--- src/sv/kpsn_pkg.sv ---
// ----------------------------------------------------------------------------
// Keypad scan number entry package
// Shared types, constants and the key map used by the scanner, the number
// entry logic and the top level.
// ----------------------------------------------------------------------------
package kpsn_pkg;

   // Number entry storage.
   localparam int MAX_KEYS  = 4;
   localparam int KEY_SLOTS = (MAX_KEYS > 3) ? MAX_KEYS : 3;
   localparam int SLOT_W    = $clog2(KEY_SLOTS);
   localparam int COUNT_W   = $clog2(MAX_KEYS + 1);

   // Field widths.
   localparam int ROWS_W    = 4;
   localparam int COLS_W    = 4;
   localparam int CODE_W    = 4;
   localparam int VALUE_W   = 16;
   localparam int TIMER_W   = 8;
   localparam int REQ_DATA_W = 8;
   localparam int RSP_DATA_W = 48;

   // Configuration port.
   localparam int CSR_INDEX_W = 2;
   localparam int CSR_DATA_W  = 8;
   localparam logic [CSR_INDEX_W-1:0] CSR_DEBOUNCE_TICKS     = 2'd0;
   localparam logic [CSR_INDEX_W-1:0] CSR_RELEASE_POLL_TICKS = 2'd1;
   localparam logic [TIMER_W-1:0]     TICKS_RESET            = 8'd10;

   // Values.
   localparam logic [VALUE_W-1:0] NO_KEY_VALUE   = 16'd999;
   localparam logic [VALUE_W-1:0] ASCII_ZERO     = 16'd48;
   localparam logic [CODE_W-1:0]  KEY_ENTER_CODE = 4'd3;

   // Key map, row * 4 + column.
   localparam logic [7:0] KEY_CHARS [16] = '{
      8'h31, 8'h32, 8'h33, 8'h41,
      8'h34, 8'h35, 8'h36, 8'h42,
      8'h37, 8'h38, 8'h39, 8'h43,
      8'h2A, 8'h30, 8'h23, 8'h44
   };

   typedef struct packed {
      logic [TIMER_W-1:0] debounce_ticks;
      logic [TIMER_W-1:0] release_poll_ticks;
   } cfg_type;

   typedef struct packed {
      logic              valid;
      logic [CODE_W-1:0] code;
   } key_event_type;

   typedef struct packed {
      logic               done;
      logic               error;
      logic [VALUE_W-1:0] value;
      logic [VALUE_W-1:0] setpoint;
   } entry_result_type;

   // Digit term of a key: its character code minus ASCII zero, wrapping.
   function automatic logic [VALUE_W-1:0] digit_term(input logic [CODE_W-1:0] code);
      logic [7:0] ch;
      begin
         ch = KEY_CHARS[code];
         return VALUE_W'(ch) - ASCII_ZERO;
      end
   endfunction

endpackage

--- src/sv/kpsn_scan.sv ---
// ----------------------------------------------------------------------------
// Keypad scanner
// Press detection, debounce, column scan, row decode and release wait.
// Updates once per tick and reports a key when it is released.
// ----------------------------------------------------------------------------
module kpsn_scan
   import kpsn_pkg::*;
(
   input  logic                clock,
   input  logic                reset,
   input  logic                step,
   input  logic [ROWS_W-1:0]   rows,
   input  cfg_type             cfg,
   output key_event_type       key_event,
   output logic [COLS_W-1:0]   column_drive
);

   typedef enum logic [1:0] {
      PH_IDLE,
      PH_DEBOUNCE,
      PH_SCAN,
      PH_RELEASE
   } phase_type;

   localparam logic [1:0] COLUMN_LAST = 2'd3;

   phase_type          phase_ff, phase_in;
   logic [1:0]         column_ff, column_in;
   logic [TIMER_W-1:0] timer_ff, timer_in;
   logic               found_valid_ff, found_valid_in;
   logic [CODE_W-1:0]  found_code_ff, found_code_in;
   logic               row_onehot;
   logic [1:0]         row_index;

   always_comb begin
      row_onehot = 1'b1;
      row_index  = 2'd0;
      unique case (rows)
         4'b0001: row_index = 2'd0;
         4'b0010: row_index = 2'd1;
         4'b0100: row_index = 2'd2;
         4'b1000: row_index = 2'd3;
         default: row_onehot = 1'b0;
      endcase
   end

   always_comb begin
      phase_in       = phase_ff;
      column_in      = column_ff;
      timer_in       = timer_ff;
      found_valid_in = found_valid_ff;
      found_code_in  = found_code_ff;
      key_event      = '0;
      unique case (phase_ff)
         PH_IDLE: begin
            if (rows != '0) begin
               phase_in = PH_DEBOUNCE;
               timer_in = cfg.debounce_ticks;
            end
         end
         PH_DEBOUNCE: begin
            if (timer_ff > 8'd1) begin
               timer_in = timer_ff - 8'd1;
            end else if (rows != '0) begin
               phase_in  = PH_SCAN;
               column_in = 2'd0;
            end else begin
               phase_in = PH_IDLE;
            end
         end
         PH_SCAN: begin
            if (rows != '0 || column_ff == COLUMN_LAST) begin
               found_valid_in = row_onehot;
               found_code_in  = row_onehot ? {row_index, column_ff} : '0;
               phase_in       = PH_RELEASE;
               timer_in       = cfg.release_poll_ticks;
            end else begin
               column_in = column_ff + 2'd1;
            end
         end
         PH_RELEASE: begin
            if (timer_ff > 8'd1) begin
               timer_in = timer_ff - 8'd1;
            end else if (rows != '0) begin
               timer_in = cfg.release_poll_ticks;
            end else begin
               phase_in        = PH_IDLE;
               key_event.valid = found_valid_ff;
               key_event.code  = found_valid_ff ? found_code_ff : '0;
               found_valid_in  = 1'b0;
               found_code_in   = '0;
            end
         end
      endcase
   end

   assign column_drive = (phase_in == PH_SCAN) ? (COLS_W'(1) << column_in) : '1;

   always_ff @(posedge clock) begin
      if (reset) begin
         phase_ff       <= PH_IDLE;
         column_ff      <= '0;
         timer_ff       <= '0;
         found_valid_ff <= 1'b0;
         found_code_ff  <= '0;
      end else if (step) begin
         phase_ff       <= phase_in;
         column_ff      <= column_in;
         timer_ff       <= timer_in;
         found_valid_ff <= found_valid_in;
         found_code_ff  <= found_code_in;
      end
   end

endmodule

--- src/sv/kpsn_entry.sv ---
// ----------------------------------------------------------------------------
// Number entry
// Stores reported keys and parses them into a decimal value on the enter
// key, keeping the last good value as the setpoint.
// ----------------------------------------------------------------------------
module kpsn_entry
   import kpsn_pkg::*;
(
   input  logic             clock,
   input  logic             reset,
   input  logic             step,
   input  key_event_type    key_event,
   output entry_result_type result
);

   logic [COUNT_W-1:0] count_ff, count_in;
   logic [CODE_W-1:0]  keys_ff [KEY_SLOTS];
   logic [VALUE_W-1:0] setpoint_ff, setpoint_in;
   logic               store;
   logic [VALUE_W-1:0] term0, term1, term2, parsed;

   assign term0 = digit_term(keys_ff[0]);
   assign term1 = digit_term(keys_ff[1]);
   assign term2 = digit_term(keys_ff[2]);

   always_comb begin
      count_in    = count_ff;
      setpoint_in = setpoint_ff;
      store       = 1'b0;
      parsed      = '0;
      result      = '0;
      if (key_event.valid) begin
         if (count_ff >= COUNT_W'(MAX_KEYS)) begin
            result.done  = 1'b1;
            result.error = 1'b1;
         end else if (key_event.code != KEY_ENTER_CODE) begin
            store    = 1'b1;
            count_in = count_ff + COUNT_W'(1);
         end else begin
            result.done = 1'b1;
            priority if (count_ff == 1) begin
               parsed = term0;
            end else if (count_ff == 2) begin
               parsed = VALUE_W'(term0 * 16'd10) + term1;
            end else if (count_ff == 3) begin
               parsed = VALUE_W'(term0 * 16'd100) + VALUE_W'(term1 * 16'd10) + term2;
            end else begin
               result.error = 1'b1;
            end
            if (parsed == NO_KEY_VALUE) begin
               result.error = 1'b1;
            end
            if (!result.error) begin
               result.value = parsed;
               setpoint_in  = parsed;
            end
         end
         if (result.done) begin
            count_in = '0;
            if (result.error) begin
               result.value = NO_KEY_VALUE;
            end
         end
      end
      result.setpoint = setpoint_in;
   end

   always_ff @(posedge clock) begin
      if (reset) begin
         count_ff    <= '0;
         setpoint_ff <= NO_KEY_VALUE;
      end else if (step) begin
         count_ff    <= count_in;
         setpoint_ff <= setpoint_in;
      end
   end

   // Key storage has no reset; entries are read only after being written.
   always_ff @(posedge clock) begin
      if (step && store) begin
         keys_ff[count_ff[SLOT_W-1:0]] <= key_event.code;
      end
   end

endmodule

--- src/sv/keypad_scan_number_entry.sv ---
// ----------------------------------------------------------------------------
// Keypad scan number entry
// 4x4 matrix keypad scanner with decimal number entry and a held setpoint.
// ----------------------------------------------------------------------------
// Each request transfer is one scan tick carrying the row lines sampled under
// the column drive of the previous response (all ones after reset). Every
// request produces exactly one response transfer, and one request can be
// taken in every clock cycle while responses are being taken. A request
// lands in an input register, the scanner and number entry state advance in
// a single pass of logic from that register, and the outcome is captured in
// the response register, which raises response valid. The response register
// decouples the two sides: a new request is taken while a finished response
// still waits, and the pipeline stops only when both the input and response
// registers are full and the response is not taken.
// Timer registers may be written through the CSR channel, which is always
// ready; writes are meant to happen while no tick is in flight. A timer value
// of zero behaves like one.
// ----------------------------------------------------------------------------
module keypad_scan_number_entry
   import kpsn_pkg::*;
(
   input  logic                   clock,
   input  logic                   reset,

   input  logic                   req_tvalid,
   output logic                   req_tready,
   // Fields from bit 0: row_lines[3:0], zero fill [7:4].
   input  logic [REQ_DATA_W-1:0]  req_tdata,

   output logic                   rsp_tvalid,
   input  logic                   rsp_tready,
   // Fields from bit 0: column_drive[3:0], key_valid[4], key_code[8:5],
   // entry_done[9], entry_error[10], entry_value[26:11], setpoint[42:27],
   // zero fill [47:43].
   output logic [RSP_DATA_W-1:0]  rsp_tdata,

   input  logic                   csr_valid,
   output logic                   csr_ready,
   input  logic [CSR_INDEX_W-1:0] csr_index,
   input  logic [CSR_DATA_W-1:0]  csr_wdata
);

   cfg_type             cfg_ff;
   logic                in_valid_ff;
   logic [ROWS_W-1:0]   in_rows_ff;
   logic                rsp_valid_ff, rsp_valid_in;
   logic [RSP_DATA_W-1:0] rsp_data_ff, rsp_data_in;
   logic                step;
   key_event_type       key_event;
   logic [COLS_W-1:0]   column_drive;
   entry_result_type    entry;

   // Configuration registers.
   assign csr_ready = 1'b1;

   always_ff @(posedge clock) begin
      if (reset) begin
         cfg_ff.debounce_ticks     <= TICKS_RESET;
         cfg_ff.release_poll_ticks <= TICKS_RESET;
      end else if (csr_valid) begin
         if (csr_index == CSR_DEBOUNCE_TICKS) begin
            cfg_ff.debounce_ticks <= csr_wdata;
         end
         if (csr_index == CSR_RELEASE_POLL_TICKS) begin
            cfg_ff.release_poll_ticks <= csr_wdata;
         end
      end
   end

   // A tick is processed when the input register holds one and the response
   // register is empty or being emptied in this cycle.
   assign step       = in_valid_ff && (!rsp_valid_ff || rsp_tready);
   assign req_tready = !in_valid_ff || step;

   always_ff @(posedge clock) begin
      if (reset) begin
         in_valid_ff <= 1'b0;
      end else if (req_tready) begin
         in_valid_ff <= req_tvalid;
      end
   end

   always_ff @(posedge clock) begin
      if (req_tready && req_tvalid) begin
         in_rows_ff <= req_tdata[ROWS_W-1:0];
      end
   end

   kpsn_scan u_scan (
      .clock        (clock),
      .reset        (reset),
      .step         (step),
      .rows         (in_rows_ff),
      .cfg          (cfg_ff),
      .key_event    (key_event),
      .column_drive (column_drive)
   );

   kpsn_entry u_entry (
      .clock     (clock),
      .reset     (reset),
      .step      (step),
      .key_event (key_event),
      .result    (entry)
   );

   // Response packing and register.
   assign rsp_data_in = {5'b0, entry.setpoint, entry.value, entry.error, entry.done,
                         key_event.code, key_event.valid, column_drive};

   always_comb begin
      rsp_valid_in = rsp_valid_ff;
      if (step) begin
         rsp_valid_in = 1'b1;
      end else if (rsp_tready) begin
         rsp_valid_in = 1'b0;
      end
   end

   always_ff @(posedge clock) begin
      if (reset) begin
         rsp_valid_ff <= 1'b0;
      end else begin
         rsp_valid_ff <= rsp_valid_in;
      end
   end

   always_ff @(posedge clock) begin
      if (step) begin
         rsp_data_ff <= rsp_data_in;
      end
   end

   assign rsp_tvalid = rsp_valid_ff;
   assign rsp_tdata  = rsp_data_ff;

   // An entry can only finish on the tick that reports a key.
   a_done_needs_key: assert property (@(posedge clock) disable iff (reset)
      rsp_valid_ff && rsp_data_ff[9] |-> rsp_data_ff[4])
      else $error("entry finished without a reported key");

   // A failed entry always reports the no-key value.
   a_error_value: assert property (@(posedge clock) disable iff (reset)
      rsp_valid_ff && rsp_data_ff[10] |-> rsp_data_ff[9] && rsp_data_ff[26:11] == NO_KEY_VALUE)
      else $error("entry error without done or with a wrong value");

   // Columns are all driven or exactly one is driven.
   a_column_drive: assert property (@(posedge clock) disable iff (reset)
      rsp_valid_ff |-> rsp_data_ff[3:0] == 4'hF || $onehot(rsp_data_ff[3:0]))
      else $error("illegal column drive pattern");

endmodule
--- config.mk ---
export PLATFORM = sky130hd
export DESIGN_NAME = keypad_scan_number_entry
export DESIGN_NICKNAME = d
export VERILOG_FILES = /design/src/sv/kpsn_pkg.sv /design/src/sv/kpsn_scan.sv /design/src/sv/kpsn_entry.sv /design/src/sv/keypad_scan_number_entry.sv
export SDC_FILE = /design/constraint.sdc
export NUM_CORES = 1
export LEC_CHECK = 0
export ABC_CLOCK_PERIOD_IN_PS = 16440
export BUFFER_PORTS_ARGS = -buffer_cell sky130_fd_sc_hd__buf_2
export CAP_MARGIN = 0
export CORE_UTILIZATION = 65
export CTS_BUF_LIST = sky130_fd_sc_hd__clkbuf_4
export DETAILED_ROUTE_END_ITERATION = 16
export PLACE_DENSITY = 0.85
export SYNTH_ARGS = -nofsm -noshare
export SYNTH_HDL_FRONTEND = slang
export SYNTH_SLANG_ARGS = --single-unit
--- constraint.sdc ---
create_clock -name clock -period 16.44 [get_ports clock]
set_input_delay 0.822 -clock clock [delete_from_list [all_inputs] [get_ports clock]]
set_output_delay 0.822 -clock clock [all_outputs]
set_load 0.03 [all_outputs]
### Word-level counts from Yosys, hierarchy flattened

Memories as Yosys holds them, arrays and structs flattened.
Cells that the tools add are included.

* input port bits: 23
* bits in writable memories: 16
* output and inout bits: 51
* logic and storage cells: 154
* register bits after elaboration: 101
* memories kept: 4
* bits in read-only memories: 384

Memories
* (no name shown): depth 16, width 8, read ports 1, clocked after Yosys merged registers in 0, wr ports 0, RTL line kpsn_pkg.sv:64 `ch = KEY_CHARS[code];`
* (no name shown): depth 16, width 8, read ports 1, clocked after Yosys merged registers in 0, wr ports 0, RTL line kpsn_pkg.sv:64
* (no name shown): depth 16, width 8, read ports 1, clocked after Yosys merged registers in 0, wr ports 0, RTL line kpsn_pkg.sv:64
* u_entry.keys_ff: depth 4, width 4, read ports 3, clocked after Yosys merged registers in 0, wr ports 1, RTL line kpsn_entry.sv:17 `logic [CODE_W-1:0] keys_ff [KEY_SLOTS];`

* multipliers: 3
* reductions and logical operators: 20
* muxes and demuxes: 72
* equal/unequal tests: 22
* shift-type cells: 1
* add/subtract/negate cells: 9
* magnitude comparators: 5
* bitwise gates (word level): 3

Operator list (count)
* two-way mux 16 bit: 14
* two-way mux 8 bit: 11
* adder 16 bit: 3
* multiplier 16 x 3 -> 15 bit (second input constant): 2
* case mux 8 bit (4 select lines): 1
* subtractor 8 x 6 -> 9 bit (second input constant): 3
* two-way mux 2 bit: 11
* two-way mux 4 bit: 5
* two-way mux 1 bit: 18
* two-way mux 18 bit: 1
* == test 16 x 10 -> 1 bit (second input constant): 1
* multiplier 16 x 5 -> 14 bit (second input constant): 1
* greater-or-equal comparator 5 bit (second input constant): 3
* two-way mux 5 bit: 3
* NOT 4 -> 5 bit: 3
* AND reduction 5 bit: 2
* two-way mux 3 bit: 3
* == test 2 bit (second input constant): 4
* greater-than comparator 8 x 1 -> 1 bit (second input constant): 1
* case mux 2 bit (4 select lines): 1
* case mux 4 bit (2 select lines): 1
* subtractor 8 x 1 -> 8 bit (second input constant): 1
* == test 3 x 2 -> 1 bit (second input constant): 2
* != test 2 x 1 -> 1 bit (second input constant): 3
* other kinds (25): 37

### Depth between registers and ports, before layout

An unclocked memory read counts as a cell.

* word-level depth: 26
* mapped depth: 30
* depth with buffers taken out: 28

### Cells and area by module

A second synthesis with hierarchy kept.

* cell total of the unflattened synthesis: 1014
* area total of the unflattened synthesis: 9636.7 sq um

Modules (own cells, without submodules)
* kpsn_entry: times used 1, sequential area each 740.7 sq um, area an instance 5995.8 sq um, cells an instance 709
* keypad_scan_number_entry: times used 1, sequential area each 1771.7 sq um, area an instance 2217.1 sq um, cells an instance 129
* kpsn_scan: times used 1, sequential area each 340.3 sq um, area an instance 1423.9 sq um, cells an instance 176

### Worst setup path before layout

Ideal clock, no wire load.

* path type: reg2reg
* from: memory u_entry.keys_ff[0][0]
* to: register rsp_data_ff[27] (netlist: rsp_tdata[27]), data pin
* path slack: 9705 ps
* library setup time: 260 ps
* period minus slack after synthesis: 6735 ps
* cell stages (with the launch flop): 26
* data arrival time: 6474 ps
* buffers on the path: 1
* required time: 16180 ps
* path through: edfxtp_1 > ha_1 > o21ai_0 > ha_1 > inv_1 > ha_1 > inv_1 > fa_1 > ha_1 > fa_1 > ha_1 > o21a_1 > nor2_1 > xnor2_1 > fa_1 > ha_1 > nand3_1 > a211oi_1 > a21oi_1 > o21bai_1 > xnor3_1 > xnor2_1 > a21oi_4 > a21oi_4 > buf_6 > mux2_4

RTL lines
* from (decl): RTL line kpsn_entry.sv:17
* to (signal assigned): RTL line keypad_scan_number_entry.sv:130 `rsp_data_ff <= rsp_data_in;`
* to (decl): RTL line keypad_scan_number_entry.sv:47 `logic [RSP_DATA_W-1:0] rsp_data_ff, rsp_data_in;`

==> metrics <==
status finished, final reports clean; Clock transition at path regs 110 ps; WS Path Type reg2reg; vias per inst 5.866; distinct cell type count after synthesis 81; Setup Skew 22.96 ps; Tightest Hold Check Type in2reg; Lkg Pwr 4.388 nW; Final Wtd Congestion 0.9614; number of synthesized register bits 113; initial antenna violation count 0; setup TNS 0 ps; Seq pwr share 55.6%; Finish-stage setup viols 0; post-CTS resize count 0; vias 7,414; post-route cell area 0.01008 mm^2; Die Y 122.6 um; Worst-Margin Slew 1039 ps; Switching Power 0.1545 mW; WL per Instance 16.03 um; CP endpoint kind flip-flop; post-synth top area cell edfxtp_1; fill count 1,067; PwrDens 54.70 mW/mm^2; H-tree depth 4; max-cap violations 0; input/output buffers 63; DP HPWL 15.59 mm; Relative slew margins 30.75%; largest net degree at the start of global routing 68; Sw Ratio 28.01%; Overflow after GRT 0; Post-Syn Area per Cell 9.255 um^2; die area 0.01502 mm^2; top-count cell post-synth nor2_1; fmax 0.1201 GHz; core area 0.01404 mm^2; clock power share 34.6%; ys async rst share 0%; vias in the first global route 7,125; Antenna Nets Post-Route 0; Synth top area share 18.75%; Int Power 0.3971 mW; Die W 122.6 um; Detailed Routing Iterations Pass 1 5; critical path fanouts, max 15; Highest Signal Layer met4; worst hold slack 468.4 ps; Starting Density 67.29%; Tcrit/Tclk final 50.63%; TritonCTS clock tree built; Max clock buf depth 2; Post-DP Area 0.009821 mm^2; FP Rows 43; Top FF cell, synth edfxtp_1; R2R Setup Slk 8120 ps; share of cells above drive strength 1 13.10%; CP required 16,860 ps; antenna cells 0; hold-fix buffers at CTS 0; worst vdd ir 0.08975 mV; CP Launch Type flip-flop; Iter 0 DRT Violations 551; WL met1 8.858 mm; Post-Synthesis Cells 1,021; Nets 1,239; min cycle time layout 8324 ps; Setup Fix Bufs, Post-CTS 0; synth top area cells edfxtp_1 19%, ha_1 16%, dfxtp_1 11%; most frequent cells after synthesis 124 x nor2_1, 119 x ha_1, 92 x inv_1; Syn Std Cell Area 0.009449 mm^2; EDFF count, synth 59; Root Buffer clkbuf_4; Worst-Skew Late Latency 540 ps; routed wire length 20.27 mm; Comb power frac 9.7%; crit path DAT 8740 ps; I/O pin cnt 74; Num Clock Sinks 113; CTS buffer count 17; Area Growth Syn to Fin 6.727%; sequential fraction of the synthesis area 30.19%; final hold violation count 0; first-pass GRT wire length 33.40 mm; Total GRT Usage 28.36%; DR WL met3 884 um; yosys warns 0; routed wl met2 9.990 mm; max-slew violations 0; RSZ-0062 raised after global routing no; DRC Markers 0
-- power by group through the flow --
stage	Combinational, mW	Clock [mW]	Sequential [mW]
6_report	0.0537	0.191	0.307
5_1_grt	0.0587	0.206	0.308
4_1_cts	0.0536	0.195	0.307
3_5_place_dp	0.0533	0	0.313
3_3_place_gp	0.0521	0	0.313
2_1_floorplan	0.0363	0	0.319
-- through the flow --
step	std cells	util (%)	setup WS, ps	power [mW]
after floorplan	1025	-	9705	0.3549
after global placement	1232	69.94	8318	0.3649
after detailed placement	1232	69.94	8240	0.3665
after CTS	1264	71.82	8165	0.5556
after global routing	1264	71.82	7665	0.5727
final	1264	71.82	8116	0.5517
-- layer usage --
| metal | vias to the layer above | global-route usage (%) |
|---|---|---|
| met4 | 0 | 11.74 |
| met5 | - | 0 |
| met1 | 3465 | 35.17 |
| met3 | 41 | 4.322 |
| li1 | 3703 | - |
| met2 | 205 | 49.02 |
-- cell usage in the layout, fill, tap and decap left out, types with 8 or more instances in the layout --
cell type / synthesis / routed
o21a_1: 8 / 8
a21o_1: 13 / 13
xor2_1: 15 / 15
nor2_1: 124 / 124
a21oi_1: 81 / 81
clkbuf_4: 0 / 17
fa_1: 26 / 26
nand3_1: 10 / 10
nor2b_1: 11 / 11
xnor2_1: 30 / 30
ha_1: 119 / 119
edfxtp_1: 59 / 59
nor3_1: 10 / 10
a211oi_1: 10 / 10
nand2_1: 53 / 53
o21ai_0: 44 / 44
mux2i_1: 40 / 40
buf_2: 6 / 63
o21bai_1: 9 / 9
and2_1: 12 / 12
mux2_2: 14 / 14
a221oi_1: 9 / 9
inv_1: 92 / 91
nand2b_1: 16 / 16
dfxtp_1: 54 / 54
-- worst max-delay path, cell delays in order (launching register included) --
cell and delay [ps]:
edfxtp_1 520, ha_1 350, o21ai_0 680, ha_1 350
inv_1 90, ha_1 370, inv_1 120, ha_1 290
ha_1 310, fa_1 460, ha_1 320, a21boi_0 370
o21a_1 170, nor2_1 50, xnor2_1 200, fa_1 460
ha_1 380, nand3_1 100, a211oi_1 220, a21oi_1 110
o21bai_1 200, xnor3_1 350, xnor2_1 330, a21oi_4 150
a21oi_2 840, mux2_2 420
-- logic make-up (layout without fill, tap and decap cells) --
| family | after synthesis | count (layout) | synth area share, % |
|---|---|---|---|
| AND/OR/NAND/NOR | 285 | 285 | 14.69 |
| AO/OA/AOI/OAI | 238 | 238 | 16.63 |
| adder cells (fa/ha/maj) | 145 | 145 | 21.27 |
| buffers and inverters | 133 | 192 | 5.959 |
| flip-flops | 113 | 113 | 30.19 |
| multiplexers | 59 | 59 | 6.780 |
| XOR/XNOR | 46 | 46 | 4.409 |
| other | 2 | 6 | 0.07948 |
-- area by class of cell --
cell class | instances | area (um^2) | area share (%)
inverter | 93 | 349.1 | 3.462
timing repair buffer | 67 | 345.3 | 3.424
tap | 180 | 225.2 | 2.233
sequential | 113 | 2853 | 28.29
multi-input combinational | 779 | 6048 | 59.98
clock inverter | 15 | 136.4 | 1.352
clock buffer | 17 | 127.6 | 1.266
-- state kept, by name, indices dropped and copies added (netlist names) --
register and flops:
u_entry.count_ff 3, u_scan.found_code_ff 4, u_scan.found_valid_ff 1, rsp_tdata 43, in_valid_ff 1, rsp_tvalid 1, u_scan.timer_ff 8, cfg_ff 16
u_entry.setpoint_ff 16, u_entry.keys_ff 12, u_scan.column_ff 2, u_scan.phase_ff 2, in_rows_ff 4
-- path summary, 6_finish.rpt --
check                                       startpoint                endpoint  cells past startpoint
worst max-delay path             u_entry.keys_ff[0][0]  u_entry.setpoint_ff[3]                     25
worst min-delay path                      req_tdata[0]           in_rows_ff[0]                      1
worst max register to register   u_entry.keys_ff[0][0]  u_entry.setpoint_ff[3]                     25
worst min register to register  u_entry.setpoint_ff[4]  u_entry.setpoint_ff[4]                      2
(Power assumes the default switching activity.)
